<file path="config.mk">
export PLATFORM = sky130hd
export DESIGN_NAME = gh_back
export DESIGN_NICKNAME = d
export VERILOG_FILES = /design/src/design/gh_pkg.sv /design/src/design/gh_back.sv
export SDC_FILE = /design/constraint.sdc
export NUM_CORES = 1
export LEC_CHECK = 0
export ABC_CLOCK_PERIOD_IN_PS = 2170
export BUFFER_PORTS_ARGS = -buffer_cell sky130_fd_sc_hd__buf_2
export CAP_MARGIN = 20
export CORE_MARGIN = 3
export CORE_UTILIZATION = 45
export CTS_CLUSTER_SIZE = 30
export DETAILED_ROUTE_END_ITERATION = 10
export PLACE_DENSITY_LB_ADDON = 0.15
export SLEW_MARGIN = 30
export SYNTH_ARGS = -nofsm -noshare
export SYNTH_HDL_FRONTEND = slang
export SYNTH_SLANG_ARGS = --single-unit
</file>
<file path="constraint.sdc">
create_clock -name clk -period 2.17 [get_ports clk]
set_input_delay 0.217 -clock clk [delete_from_list [all_inputs] [get_ports clk]]
set_output_delay 0.217 -clock clk [all_outputs]
set_load 0.03 [all_outputs]
</file>
<file path="src/design/gh_pkg.sv">
`timescale 1ns / 1ps
`default_nettype none

package gh_pkg;

    // Pipeline depth of the bearing chain, one rotation step per cell
    localparam int CORDIC_STEPS    = 16;
    localparam int COORD_FRAC_BITS = 16;

    // Field and datapath widths
    localparam int COORD_W   = 32;
    localparam int DIFF_W    = 33;
    localparam int AD_W      = 31;
    localparam int SQ_W      = 62;
    localparam int CW        = 36;   // rotation x/y, covers CORDIC gain on 33-bit vectors
    localparam int ACC_W     = 32;   // angle accumulator, 2^32 per turn
    localparam int ANG_W     = 16;
    localparam int COST_W    = 17;
    localparam int STEP_W    = 5;
    localparam int CFG_IDX_W = 2;

    // Register indexes
    localparam logic [CFG_IDX_W-1:0] CFG_GOAL_X    = 2'd0;
    localparam logic [CFG_IDX_W-1:0] CFG_GOAL_Y    = 2'd1;
    localparam logic [CFG_IDX_W-1:0] CFG_APPROACH  = 2'd2;

    localparam logic [AD_W-1:0]   AD_RESET   = AD_W'(1) << (COORD_FRAC_BITS - 1);
    localparam logic [COST_W-1:0] COST_ONE   = 17'h10000;
    localparam logic [ACC_W-1:0]  ACC_HALF   = 32'h8000_0000;
    localparam logic [ACC_W-1:0]  ROUND_HALF = 32'h0000_8000;

    // atan(2^-i) in units of 2^-32 turn
    localparam logic [ACC_W-1:0] ATAN_TAB [0:31] = '{
        32'd536870912, 32'd316933406, 32'd167458907, 32'd85004756,
        32'd42667331,  32'd21354465,  32'd10679838,  32'd5340245,
        32'd2670163,   32'd1335087,   32'd667544,    32'd333772,
        32'd166886,    32'd83443,     32'd41722,     32'd20861,
        32'd10430,     32'd5215,      32'd2608,      32'd1304,
        32'd652,       32'd326,       32'd163,       32'd81,
        32'd41,        32'd20,        32'd10,        32'd5,
        32'd3,         32'd1,         32'd1,         32'd0
    };

    // Item state handed from cell to cell
    typedef struct packed {
        logic signed [CW-1:0] x;
        logic signed [CW-1:0] y;
        logic [ACC_W-1:0]     acc;
        logic [ANG_W-1:0]     heading;
        logic                 bypass;   // cost forced to 1.0
        logic                 zero;     // end point on goal, bearing 0
    } cell_data_t;

endpackage

`default_nettype wire

</file>
<file path="src/design/gh_back.sv">
`timescale 1ns / 1ps
`default_nettype none

module gh_back (
    input  wire logic                   clk,
    input  wire logic                   rst_n,
    input  wire logic                   en,
    input  wire logic                   in_valid,
    input  wire gh_pkg::cell_data_t     in_data,
    output logic                        out_valid,
    output logic [gh_pkg::COST_W-1:0]   cost
);

    logic [gh_pkg::ACC_W-1:0]  acc_round;
    logic [gh_pkg::ANG_W-1:0]  bearing, diff, absd;
    logic [gh_pkg::COST_W-1:0] cost_next;
    logic [gh_pkg::COST_W-1:0] cost_reg;
    logic                      valid_reg;

    // Round accumulator to a 16-bit bearing, wrap error, take magnitude
    assign acc_round = in_data.acc + gh_pkg::ROUND_HALF;
    assign bearing   = in_data.zero ? '0 : acc_round[gh_pkg::ACC_W-1 -: gh_pkg::ANG_W];
    assign diff      = in_data.heading - bearing;
    assign absd      = diff[gh_pkg::ANG_W-1] ? (~diff + 1'b1) : diff;
    assign cost_next = in_data.bypass ? gh_pkg::COST_ONE : {absd, 1'b0};

    // Output register
    always_ff @(posedge clk or negedge rst_n)
    begin
        if (!rst_n)
        begin
            valid_reg <= 1'b0;
        end
        else if (en)
        begin
            valid_reg <= in_valid;
        end
    end

    always_ff @(posedge clk)
    begin
        if (en)
        begin
            cost_reg <= cost_next;
        end
    end

    assign out_valid = valid_reg;
    assign cost      = cost_reg;

endmodule

`default_nettype wire

</file>
==> results of run 1 <==
==> layer usage <==
layer | track usage | vias to the layer above | routed length, µm | share of wire
li1 | - | 1374 | - | -
met1 | 0.2562 | 1277 | 2937 | 0.41
met2 | 0.4161 | 102 | 3781 | 0.53
met3 | 0.01376 | 15 | 358 | 0.050
met4 | 0.04545 | 0 | 123 | 0.017
met5 | 0 | - | 0 | 0
==> cells in the mapped netlist, drive strengths merged, types with 2 or more instances <==
| master | count |
|---|---|
| nor2 | 29 |
| a21oi | 21 |
| ha | 20 |
| edfxtp | 16 |
| xnor2 | 16 |
| nand2 | 14 |
| nand2b | 14 |
| nand3 | 13 |
| o21ai | 13 |
| nor3 | 12 |
| xor2 | 10 |
| inv | 9 |
| or3 | 9 |
| a21o | 7 |
| and3 | 7 |
| nand4 | 6 |
| buf | 5 |
| clkbuf | 5 |
| o211ai | 5 |
| a211o | 4 |
| a211oi | 4 |
| nor3b | 4 |
| nand3b | 3 |
| nor2b | 3 |
| nor4 | 3 |
| o211a | 3 |
| o311ai | 3 |
| or2 | 3 |
| a2111o | 2 |
| a2111oi | 2 |
| a21boi | 2 |
| mux2i | 2 |
| nor4b | 2 |
| o21a | 2 |
| o31a | 2 |
==> stage by stage <==
stage          std cells  instance area, µm²  utilization  power, mW
4_1_cts              500                3657       0.7447      1.788
6_report             504                3951       0.8046      1.955
3_3_place_gp         484                3381       0.6884      1.479
5_1_grt              504                3951       0.8046      2.087
3_5_place_dp         484                3381       0.6884      1.497
2_1_floorplan        288                2462            -      1.094
==> area by class of cell <==
| class | instances | share of cell area |
|---|---|---|
| flip-flops and latches | 17 | 0.1279 |
| multi-input cells | 253 | 0.5576 |
| clock buffers | 4 | 0.01140 |
| repair buffers | 154 | 0.2733 |
| well taps | 67 | 0.02122 |
| inverters | 9 | 0.008550 |
==> layout by cell type (no fill, tap or decap), drive strengths merged, types with 4 or more instances in the layout <==
cell type and instances:
nor2 29, or3 9, inv 9, or2 4, o211ai 5, ha 20
a21o 7, xnor2 16, o21ai 13, nand4 6, nor3 12, nand2b 14
edfxtp 16, nand2 14, nor3b 4, buf 153, and3 7, a211o 4
a21oi 21, xor2 10, a211oi 4, clkbuf 4, nand3 13
==> worst max-delay path by stage <==
stage                             endpoint  slack [ns]  cells past startpoint
finish              cost[13]$_SDFFCE_PP0P_       -0.91                     13
global placement    cost[13]$_SDFFCE_PP0P_       -1.17                     13
global route        cost[15]$_SDFFCE_PP0P_       -1.03                     15
detailed placement  cost[15]$_SDFFCE_PP0P_       -1.25                     13
CTS                 cost[15]$_SDFFCE_PP0P_       -0.84                     14
floorplan           cost[15]$_SDFFCE_PP0P_       -0.92                     13
==> cells by family after synthesis <==
logic type               after synthesis  synth area share
AO/OA/AOI/OAI                         75            0.2282
XOR/XNOR                              26           0.09634
adder cells (fa/ha/maj)               21            0.1143
buffers and inverters                 19           0.04023
flip-flops                            17            0.2139
multiplexers                           3           0.01323
other                                  1          0.001587
AND/OR/NAND/NOR                      126            0.2922
==> power by group <==
| part | internal (mW) | switching, mW | leakage [nW] |
|---|---|---|---|
| sequential | 0.423 | 0.00834 | 0.166 |
| combinational | 0.628 | 0.677 | 1.48 |
| clock | 0.130 | 0.0893 | 0.0228 |
==> timing repair <==
| item | 4_1_cts | 5_1_grt |
|---|---|---|
| pin swaps | 23 | 23 |
| gates resized for setup | 29 | 45 |
| setup endpoints to repair | 15 | 15 |
| endpoints found under the hold margin | 1 | 0 |
| hold buffers | 1 | 0 |
| setup buffers | 10 | 3 |
| gates cloned | 1 | 1 |
==> flow_summary.ini, run 1 <==
[hold_path]
hold_path_startpoint = in_valid
worst_hold_path.endpoint = out_valid$_DFFE_PN0P_
worst_hold_path_type = in2reg
worst_hold_path.num_cells = 2

[grt]
grt_remaining_overflow = 0
maximum_number_of_pins_on_one_net_before_global_route_repair = 19
antenna_found_initial = 0
first_global_vias = 2579
grt.total_usage = 0.2143
wire_length_of_the_first_global_routing_pass_um = 11090

[clock_tree]
tritoncts = built
clock_insertion_delay_worst_skew_ns = 0.24
numClockSinks = 17
cts-root-to-sink-buffers = 2
clk_root_buffer_cell = sky130_fd_sc_hd__clkbuf_8
h-tree-depth = 1
cts_made_buffers = 3
clkSlewWorstSetupHoldPaths_ns = 0.06

[die]
floorplan.die_area_um2 = 6158
num_io_pins = 144
fp.dieW_um = 78.47
placement_row_count = 25
core_area_um2 = 4911
initial_util = 0.4813
fp.dieH_um = 78.47

[synth]
syn-cell-area_um2 = 2364
count_of_distinct_cell_types_in_the_synthesized_netlist = 58
cell_type_with_the_highest_aggregate_area_in_the_netlist = sky130_fd_sc_hd__edfxtp_1
syn-num-nets = 435
yosysWarningCount = 0
ys_seq_elements = 17
part_of_the_yosys_area_used_for_sequential_elements = 0.2139
yosysTopAreaCellShare = 0.2033
number_of_enable_type_register_cells_in_the_synthesized_netlist = 16
synthFlopType = sky130_fd_sc_hd__edfxtp_1
synth_async_sr_flop_share = 0.05882
syn_inst = 288
post_synth_main_area_contributors = sky130_fd_sc_hd__edfxtp_1 (20%), sky130_fd_sc_hd__ha_1 (11%), sky130_fd_sc_hd__xnor2_1 (5.9%)
postSynthAreaPerCell_um2 = 8.207

[worst_setup_path]
worst-r2r-setup-slack_ns = 1.42
largest_stage_delay_on_the_critical_path_ns = 0.51
register_to_register_path_depth = 1
critPathMaxFanout = 6
r2r-start = out_valid$_DFFE_PN0P_
critical_path.reg2reg.endpoint = out_valid$_DFFE_PN0P_
crit_path_cell_trace = buf_8 > nand4_1 > or3_1 > a21o_1 > ha_4 > nand2_4 > a211oi_4 > o21ai_1 > a2111o_1 > buf_4 > nor4_2 > or3_4 > a21oi_2
path_delay_family = compound AO/OA/AOI/OAI gates
startpoint = in_data[34]
timing.critical_path.buf_inv = 2
critical_path.endpoint_type = register
worstSetupStartpointType = primary input
worst_path_required_ns = 2.15
worst_path_max_delay_cell = sky130_fd_sc_hd__a2111o_1
worst_ep_arrival_time_ns = 3.06
critPathKind = in2reg

[sta]
timing_max_transition_violations_final = 0
period_share = 1.419
finalHoldWorstSlack_ns = 0.2125
clock.fmax_ghz = 0.3248
rsz_0062_raised_after_global_routing = true
setup_viol = 15
slew_headroom = 0.6518
timing.final.hold_violations = 0
worst_pin_slew_ns = 0.5157
period_needed_ns = 3.079
finalSetupTns_ns = -12.08
final.setup_skew_ns = 0
timing.final.ws_setup_ns = -0.9089

[routing]
post-route-drc-count = 0
post_drt_via_cell_ratio = 5.492
routed_wire_length_per_instance_um = 14.29
wl_um = 7201
final_antenna_net_count = 0
drt_iter0_drc = 129
dr_total_vias = 2768
drt_pass1_iterations = 5

[placed_design]
place_congestion = 0.9027
post-dp-hpwl_um = 4975
input_output_buffers = 55
detailedPlace.worstSlack_ns = -1.252

[run_status]
violations_in_the_final_reports = negative setup slack
status = finished with violations

[pwr]
vdd_ir_drop_max_mv = 0.3365
p_leak_nw = 1.665
p_per_area_nw_per_um2 = 494.8

[layout]
sequential_cell_area_um2 = 505.5
final_net_count = 585
area_growth_syn_to_layout_pct = 67.18
fillers = 329
multi_input_area_um2 = 2203
diodes = 0
largest_register_ffs = 16
layout-drive-gt1-share = 0.5103

[run]
max_cap_violations = 0
(Power assumes the default switching activity.)
==> inputs of run 2 (changes only) <==
==> constraint.sdc (replaced) <==
create_clock -name clk -period 2.17 [get_ports clk]
set_input_delay 0.1085 -clock clk [delete_from_list [all_inputs] [get_ports clk]]
set_output_delay 0.1085 -clock clk [all_outputs]
set_load 0.03 [all_outputs]
==> run 2 against run 1 <==
  * Total power grew 2.9%
  * The flow still finishes with violations (negative setup slack)
  * Worst setup slack gained 0.014 ns
  * Core utilization grew 2.6 points
  * Critical path depth grew 2
  * First-iteration DRC count shrank 12%
  * Sequential power is essentially flat
  * Cell count grew 0.99%
==> flow_summary.ini, run 2 (synthesis results as in run 1) <==
[pwr]
total_power_draw_mw = 2.013
share_comb_of_total_power = 0.676
vdd_ir_drop_max_mv = 0.3426
p_leak_nw = 1.719
power.share.switching = 0.3968
power_frac_seq = 0.214
p_per_area_nw_per_um2 = 493.6
pwr-share-clk = 0.109
cell_internal_pwr_mw = 1.214
power.net_switching_uw = 798.6

[worst_setup_path]
startpoint = in_data[36]
worst-r2r-setup-slack_ns = 1.42
critPathKind = in2reg
worst_ep_arrival_time_ns = 3.12
r2r-start = out_valid$_DFFE_PN0P_
worstSetupStartpointType = primary input
worst_path_required_ns = 2.22
critPathMaxFanout = 5
critical_path.endpoint_type = register
register_to_register_path_depth = 1

[die]
placement_row_count = 25
initial_util = 0.4813
fp.dieW_um = 78.47
num_io_pins = 144
floorplan.die_area_um2 = 6158
core_area_um2 = 4911
fp.dieH_um = 78.47

[hold_path]
worst_hold_path.num_cells = 2
hold_path_startpoint = in_valid
worst_hold_path_type = in2reg

[placed_design]
place_congestion = 0.9027
detailedPlace.worstSlack_ns = -1.146
post-dp-hpwl_um = 5026
input_output_buffers = 55

[run]
max_cap_violations = 0

[routing]
top_layer_used = met4
post-route-drc-count = 0
routed_wire_length_per_instance_um = 14.88
dr_wl_met2_um = 4065
dr_total_vias = 2808
wl_met3_um = 274
wl_um = 7573
drt_iter0_drc = 114
drt_pass1_iterations = 4
detail_route.wirelength.met1_um = 3127
final_antenna_net_count = 0
post_drt_via_cell_ratio = 5.517

[layout]
final_net_count = 590
sequential_cell_area_um2 = 505.5
multi_input_area_um2 = 2245
fillers = 298
final_util = 0.8303
final_common_cell = sky130_fd_sc_hd__buf_4
largest_register_ffs = 16
layout.cells.most_common_list = sky130_fd_sc_hd__buf_4 (91), sky130_fd_sc_hd__buf_2 (47), sky130_fd_sc_hd__nor2_1 (25)
area_growth_syn_to_layout_pct = 72.53
diodes = 0
layout-drive-gt1-share = 0.5339

[clock_tree]
tritoncts = built
clk_root_buffer_cell = sky130_fd_sc_hd__clkbuf_8
cts_made_buffers = 3
numClockSinks = 17
clkSlewWorstSetupHoldPaths_ns = 0.06
h-tree-depth = 1
clock_insertion_delay_worst_skew_ns = 0.24
cts-root-to-sink-buffers = 2

[sta]
timing.final.hold_violations = 0
period_needed_ns = 3.065
finalSetupTns_ns = -10.28
final.setup_skew_ns = 0
clock.fmax_ghz = 0.3262
timing_max_transition_violations_final = 0
period_share = 1.413
setup_viol = 15
finalHoldWorstSlack_ns = 0.1035
rsz_0062_raised_after_global_routing = true
timing.final.ws_setup_ns = -0.8954

[grt]
antenna_found_initial = 0
grt.total_usage = 0.2262
wire_length_of_the_first_global_routing_pass_um = 11700
first_global_vias = 2747
maximum_number_of_pins_on_one_net_before_global_route_repair = 19
grt_remaining_overflow = 0

[run_status]
violations_in_the_final_reports = negative setup slack
status = finished with violations
[run 2: cell types whose count changed in the layout (fill, tap and decap cells not counted), sizes merged]
cell | before | now
or2 | 4 | 3
buf | 153 | 159
[run 2: critical path, cell delays in order]
cell,delay [ns]
sky130_fd_sc_hd__buf_6,0.07
sky130_fd_sc_hd__nand4_1,0.19
sky130_fd_sc_hd__or3_1,0.39
sky130_fd_sc_hd__a21o_1,0.19
sky130_fd_sc_hd__ha_4,0.28
sky130_fd_sc_hd__a211oi_4,0.22
sky130_fd_sc_hd__buf_4,0.14
sky130_fd_sc_hd__o211ai_1,0.14
sky130_fd_sc_hd__buf_4,0.18
sky130_fd_sc_hd__nand3_2,0.05
sky130_fd_sc_hd__a21boi_1,0.07
sky130_fd_sc_hd__o31a_1,0.32
sky130_fd_sc_hd__nor4b_2,0.41
sky130_fd_sc_hd__nand4_1,0.20
sky130_fd_sc_hd__o311ai_2,0.13
[run 2: final timing paths]
check | end
setup / recovery | cost[15]$_SDFFCE_PP0P_
hold / removal | out_valid$_DFFE_PN0P_
setup reg to reg | out_valid$_DFFE_PN0P_
hold reg to reg | out_valid$_DFFE_PN0P_
max in group asynchronous | out_valid$_DFFE_PN0P_
min in group asynchronous | out_valid$_DFFE_PN0P_
[run 2: per-layer routing]
metal / track usage / up-vias
met1: 0.2641 / 1324
met2: 0.4409 / 77
met3: 0.01147 / 12
met4: 0.06469 / 0
met5: 0 / -
li1: - / 1395
[run 2: repair_timing]
action                     CTS  global route
buffers inserted            14             4
setup endpoints to repair   15            15
hold buffers                 1             0
gates cloned                 2             0
pin swaps                   26            32
resized for setup           48            51
hold endpoints to repair     1             0
[run 2: final cells by class]
cell class                      instances  share of cell area
Tap cell                               67             0.02056
Sequential cell                        17              0.1240
Clock buffer                            4             0.01105
Inverter                                9            0.008285
Timing Repair Buffer                  160              0.2857
Multi-Input combinational cell        252              0.5505
[run 2: through the flow]
| stage | cell area, µm² | std cells |
|---|---|---|
| finish | 4078 | 509 |
| global route | 4078 | 509 |
| CTS | 3772 | 505 |
| detailed placement | 3381 | 484 |
| global placement | 3381 | 484 |
| floorplan | 2462 | 288 |
[run 2: power groups by stage]
| stage | logic, mW | clock network (mW) | registers [mW] |
|---|---|---|---|
| after floorplan | 0.550 | 0 | 0.544 |
| after global placement | 1.04 | 0 | 0.438 |
| after detailed placement | 1.06 | 0 | 0.439 |
| after CTS | 1.19 | 0.220 | 0.432 |
| after global routing | 1.46 | 0.245 | 0.434 |
| final | 1.36 | 0.220 | 0.432 |
==> inputs of run 3 (changes only) <==
- ABC_AREA: default -> 1
==> run 3 against run 2 <==
  * The run still ends with negative setup slack left
  * First-iteration DRC count is 46% lower
  * Die area is 4.5% higher
  * Synthesized cell count is 42% higher
  * Clock-buffer cell count stayed put
  * Combinational power is 12% lower
  * Maximum frequency is 15% higher
  * Sequential cell count stayed put
  * Area after synthesis is 4.9% higher
  * Hold slack worse by 0.0073 ns
  * Total power is 8.2% lower
  * Non-clock buffer count is 14 lower
==> flow_summary.ini, run 3 <==
[synth]
syn-num-nets = 557
synthFlopType = sky130_fd_sc_hd__edfxtp_1
synth_most_common_cell = sky130_fd_sc_hd__nand2_1
post_synth_main_area_contributors = sky130_fd_sc_hd__edfxtp_1 (19%), sky130_fd_sc_hd__nand2_1 (19%), sky130_fd_sc_hd__ha_1 (10%)
ys_top_cells_by_count = sky130_fd_sc_hd__nand2_1 (124), sky130_fd_sc_hd__inv_1 (61), sky130_fd_sc_hd__nor2_1 (53), sky130_fd_sc_hd__nand3_1 (41), sky130_fd_sc_hd__a21oi_1 (21)
cell_type_with_the_highest_aggregate_area_in_the_netlist = sky130_fd_sc_hd__edfxtp_1
postSynthAreaPerCell_um2 = 6.048
synth_simple_gate_area_frac = 0.4637
yosysWarningCount = 0
synth_compound_gate_area_share = 0.1004
muxShareOfSynthArea = 0.004541
synth_async_sr_flop_share = 0.05882
part_of_the_yosys_area_used_for_sequential_elements = 0.2038
synth_top_family_by_area = simple AND/OR/NAND/NOR gates
synth-adder-area-share = 0.1090
syn-cell-area_um2 = 2480
ys_seq_elements = 17
count_of_distinct_cell_types_in_the_synthesized_netlist = 39
number_of_enable_type_register_cells_in_the_synthesized_netlist = 16
syn_inst = 410
post_synth_xor_area_fraction = 0
yosysTopAreaCellShare = 0.1937

[sta]
period_needed_ns = 2.662
timing.final.ws_setup_ns = -0.4919
setup_viol = 15
final.setup_skew_ns = 0
timing.final.hold_violations = 0
clock.fmax_ghz = 0.3757
rsz_0062_raised_after_global_routing = true
timing_max_transition_violations_final = 0
finalSetupTns_ns = -6.552
period_share = 1.227
finalHoldWorstSlack_ns = 0.09617

[worst_setup_path]
worstSetupStartpointType = primary input
register_to_register_path_depth = 1
r2r-start = out_valid$_DFFE_PN0P_
worst_path_required_ns = 2.18
critical_path.reg2reg.endpoint = out_valid$_DFFE_PN0P_
critPathMaxFanout = 5
worst_ep_arrival_time_ns = 2.67
worst-r2r-setup-slack_ns = 1.43
startpoint = in_data[33]
critPathKind = in2reg
critical_path.endpoint_type = register

[grt]
wire_length_of_the_first_global_routing_pass_um = 12190
antenna_found_initial = 0
first_global_vias = 3076
grt.total_usage = 0.2292
maximum_number_of_pins_on_one_net_before_global_route_repair = 18
grt_remaining_overflow = 0

[hold_path]
worst_hold_path.endpoint = out_valid$_DFFE_PN0P_
worst_hold_path_type = in2reg
hold_path_startpoint = in_valid
worst_hold_path.num_cells = 2

[layout]
final_net_count = 703
final-instance-count-excl-fill = 625
final_common_cell = sky130_fd_sc_hd__nand2_1
largest_register_ffs = 16
final_util = 0.7671
diodes = 0
layout.cell_area.non_filler_um2 = 3993
layout.cells.most_common_list = sky130_fd_sc_hd__nand2_1 (109), sky130_fd_sc_hd__buf_4 (85), sky130_fd_sc_hd__inv_1 (58)
layout-drive-gt1-share = 0.4541
area_growth_syn_to_layout_pct = 61.00

[pwr]
vdd_ir_drop_max_mv = 0.3783
p_leak_nw = 2.023
p_per_area_nw_per_um2 = 462.8
total_power_draw_mw = 1.848

[placed_design]
placedCellCount = 610
input_output_buffers = 55
place_congestion = 0.8771
detailed_place.area_um2 = 3486
detailedPlace.worstSlack_ns = -0.8199
post-dp-hpwl_um = 5452

[die]
core_area_um2 = 5205
floorplan.die_area_um2 = 6438
initial_util = 0.4764
placement_row_count = 26
fp.dieH_um = 80.24
num_io_pins = 144
fp.dieW_um = 80.24

[run_status]
status = finished with violations
violations_in_the_final_reports = negative setup slack

[clock_tree]
numClockSinks = 17
h-tree-depth = 1
cts_made_buffers = 3
cts-root-to-sink-buffers = 2
clock_insertion_delay_worst_skew_ns = 0.24
clk_root_buffer_cell = sky130_fd_sc_hd__clkbuf_8
tritoncts = built
clkSlewWorstSetupHoldPaths_ns = 0.06

[routing]
dr_total_vias = 3048
drt_iter0_drc = 62
wl_um = 7128
final_antenna_net_count = 0
drt_pass1_iterations = 4
post_drt_via_cell_ratio = 4.877
post-route-drc-count = 0
routed_wire_length_per_instance_um = 11.40

[run]
max_cap_violations = 0
[run 3: cell types whose count changed after synthesis, sizes merged, moves of 5 or more]
| cell | change |
|---|---|
| inv | +57 |
| nor2 | +30 |
| nand3 | +33 |
| clkbuf | -5 |
| xnor2 | -16 |
| or3 | -9 |
| a21o | -5 |
| nand2b | -13 |
| and3 | -7 |
| nand2 | +125 |
| o21ai | -5 |
| xor2 | -10 |
| nor3 | -10 |
[run 3: cell families (layout without fill, tap and decap cells)]
family	Yosys count	count (layout)
DFF	17	17
muxes	1	1
and+or+nand+nor	257	257
buffers and inverters	72	217
adders and majority gates	21	21
AOI/OAI and AO/OA	41	41
other	1	1
[run 3: routing by layer]
layer | GRT usage | wire (µm) | part of all wire | vias up
met5 | 0 | 0 | 0 | -
met4 | 0.08446 | 103 | 0.014 | 0
met3 | 0.008969 | 267 | 0.037 | 9
met2 | 0.4462 | 3834 | 0.54 | 73
met1 | 0.2599 | 2923 | 0.41 | 1364
li1 | - | - | - | 1602
[run 3: power breakdown]
part / internal (mW) / switching [mW]
combinational: 0.542 / 0.658
clock: 0.130 / 0.0963
sequential: 0.414 / 0.00740
[run 3: how the worst max path moves through the flow]
stage | endpoint | cells after the start
floorplan | cost[5]$_SDFFCE_PP0P_ | 21
detailed placement | cost[14]$_SDFFCE_PP0P_ | 21
global placement | cost[14]$_SDFFCE_PP0P_ | 21
global route | cost[10]$_SDFFCE_PP0P_ | 23
CTS | cost[9]$_SDFFCE_PP0P_ | 24
finish | cost[8]$_SDFFCE_PP0P_ | 22
[run 3: worst max-delay path: stages]
cell                       delay [ns]
sky130_fd_sc_hd__buf_8           0.08
sky130_fd_sc_hd__ha_4            0.15
sky130_fd_sc_hd__nand3_2         0.09
sky130_fd_sc_hd__nor2_2          0.16
sky130_fd_sc_hd__inv_1           0.08
sky130_fd_sc_hd__nor2_2          0.17
sky130_fd_sc_hd__nand3_2         0.11
sky130_fd_sc_hd__o21ai_1         0.13
sky130_fd_sc_hd__o211ai_1        0.12
sky130_fd_sc_hd__ha_1            0.34
sky130_fd_sc_hd__nand2_1         0.08
sky130_fd_sc_hd__nor2_1          0.04
sky130_fd_sc_hd__nor2_1          0.08
sky130_fd_sc_hd__o21ai_1         0.08
sky130_fd_sc_hd__a21oi_1         0.16
sky130_fd_sc_hd__nand3_2         0.13
sky130_fd_sc_hd__nand2_4         0.11
sky130_fd_sc_hd__buf_12          0.12
sky130_fd_sc_hd__buf_12          0.11
sky130_fd_sc_hd__nand2_2         0.06
sky130_fd_sc_hd__nor2_1          0.09
sky130_fd_sc_hd__nor2_1          0.06
[run 3: layout make-up]
class / instances / area [µm²]
Sequential cell: 17 / 505.5
Tap cell: 70 / 87.58
Multi-Input combinational cell: 321 / 2049
Inverter: 67 / 251.5
Clock buffer: 4 / 45.04
Timing Repair Buffer: 146 / 1054
Fill cell: 424 / 1212
[run 3: what timing repair did]
action,in CTS,in global routing
hold buffers,1,0
hold endpoints to repair,1,0
resized for setup,34,45
pin swaps,15,20
buffers inserted,7,4
endpoints found under the setup margin,15,15
cloned,2,0
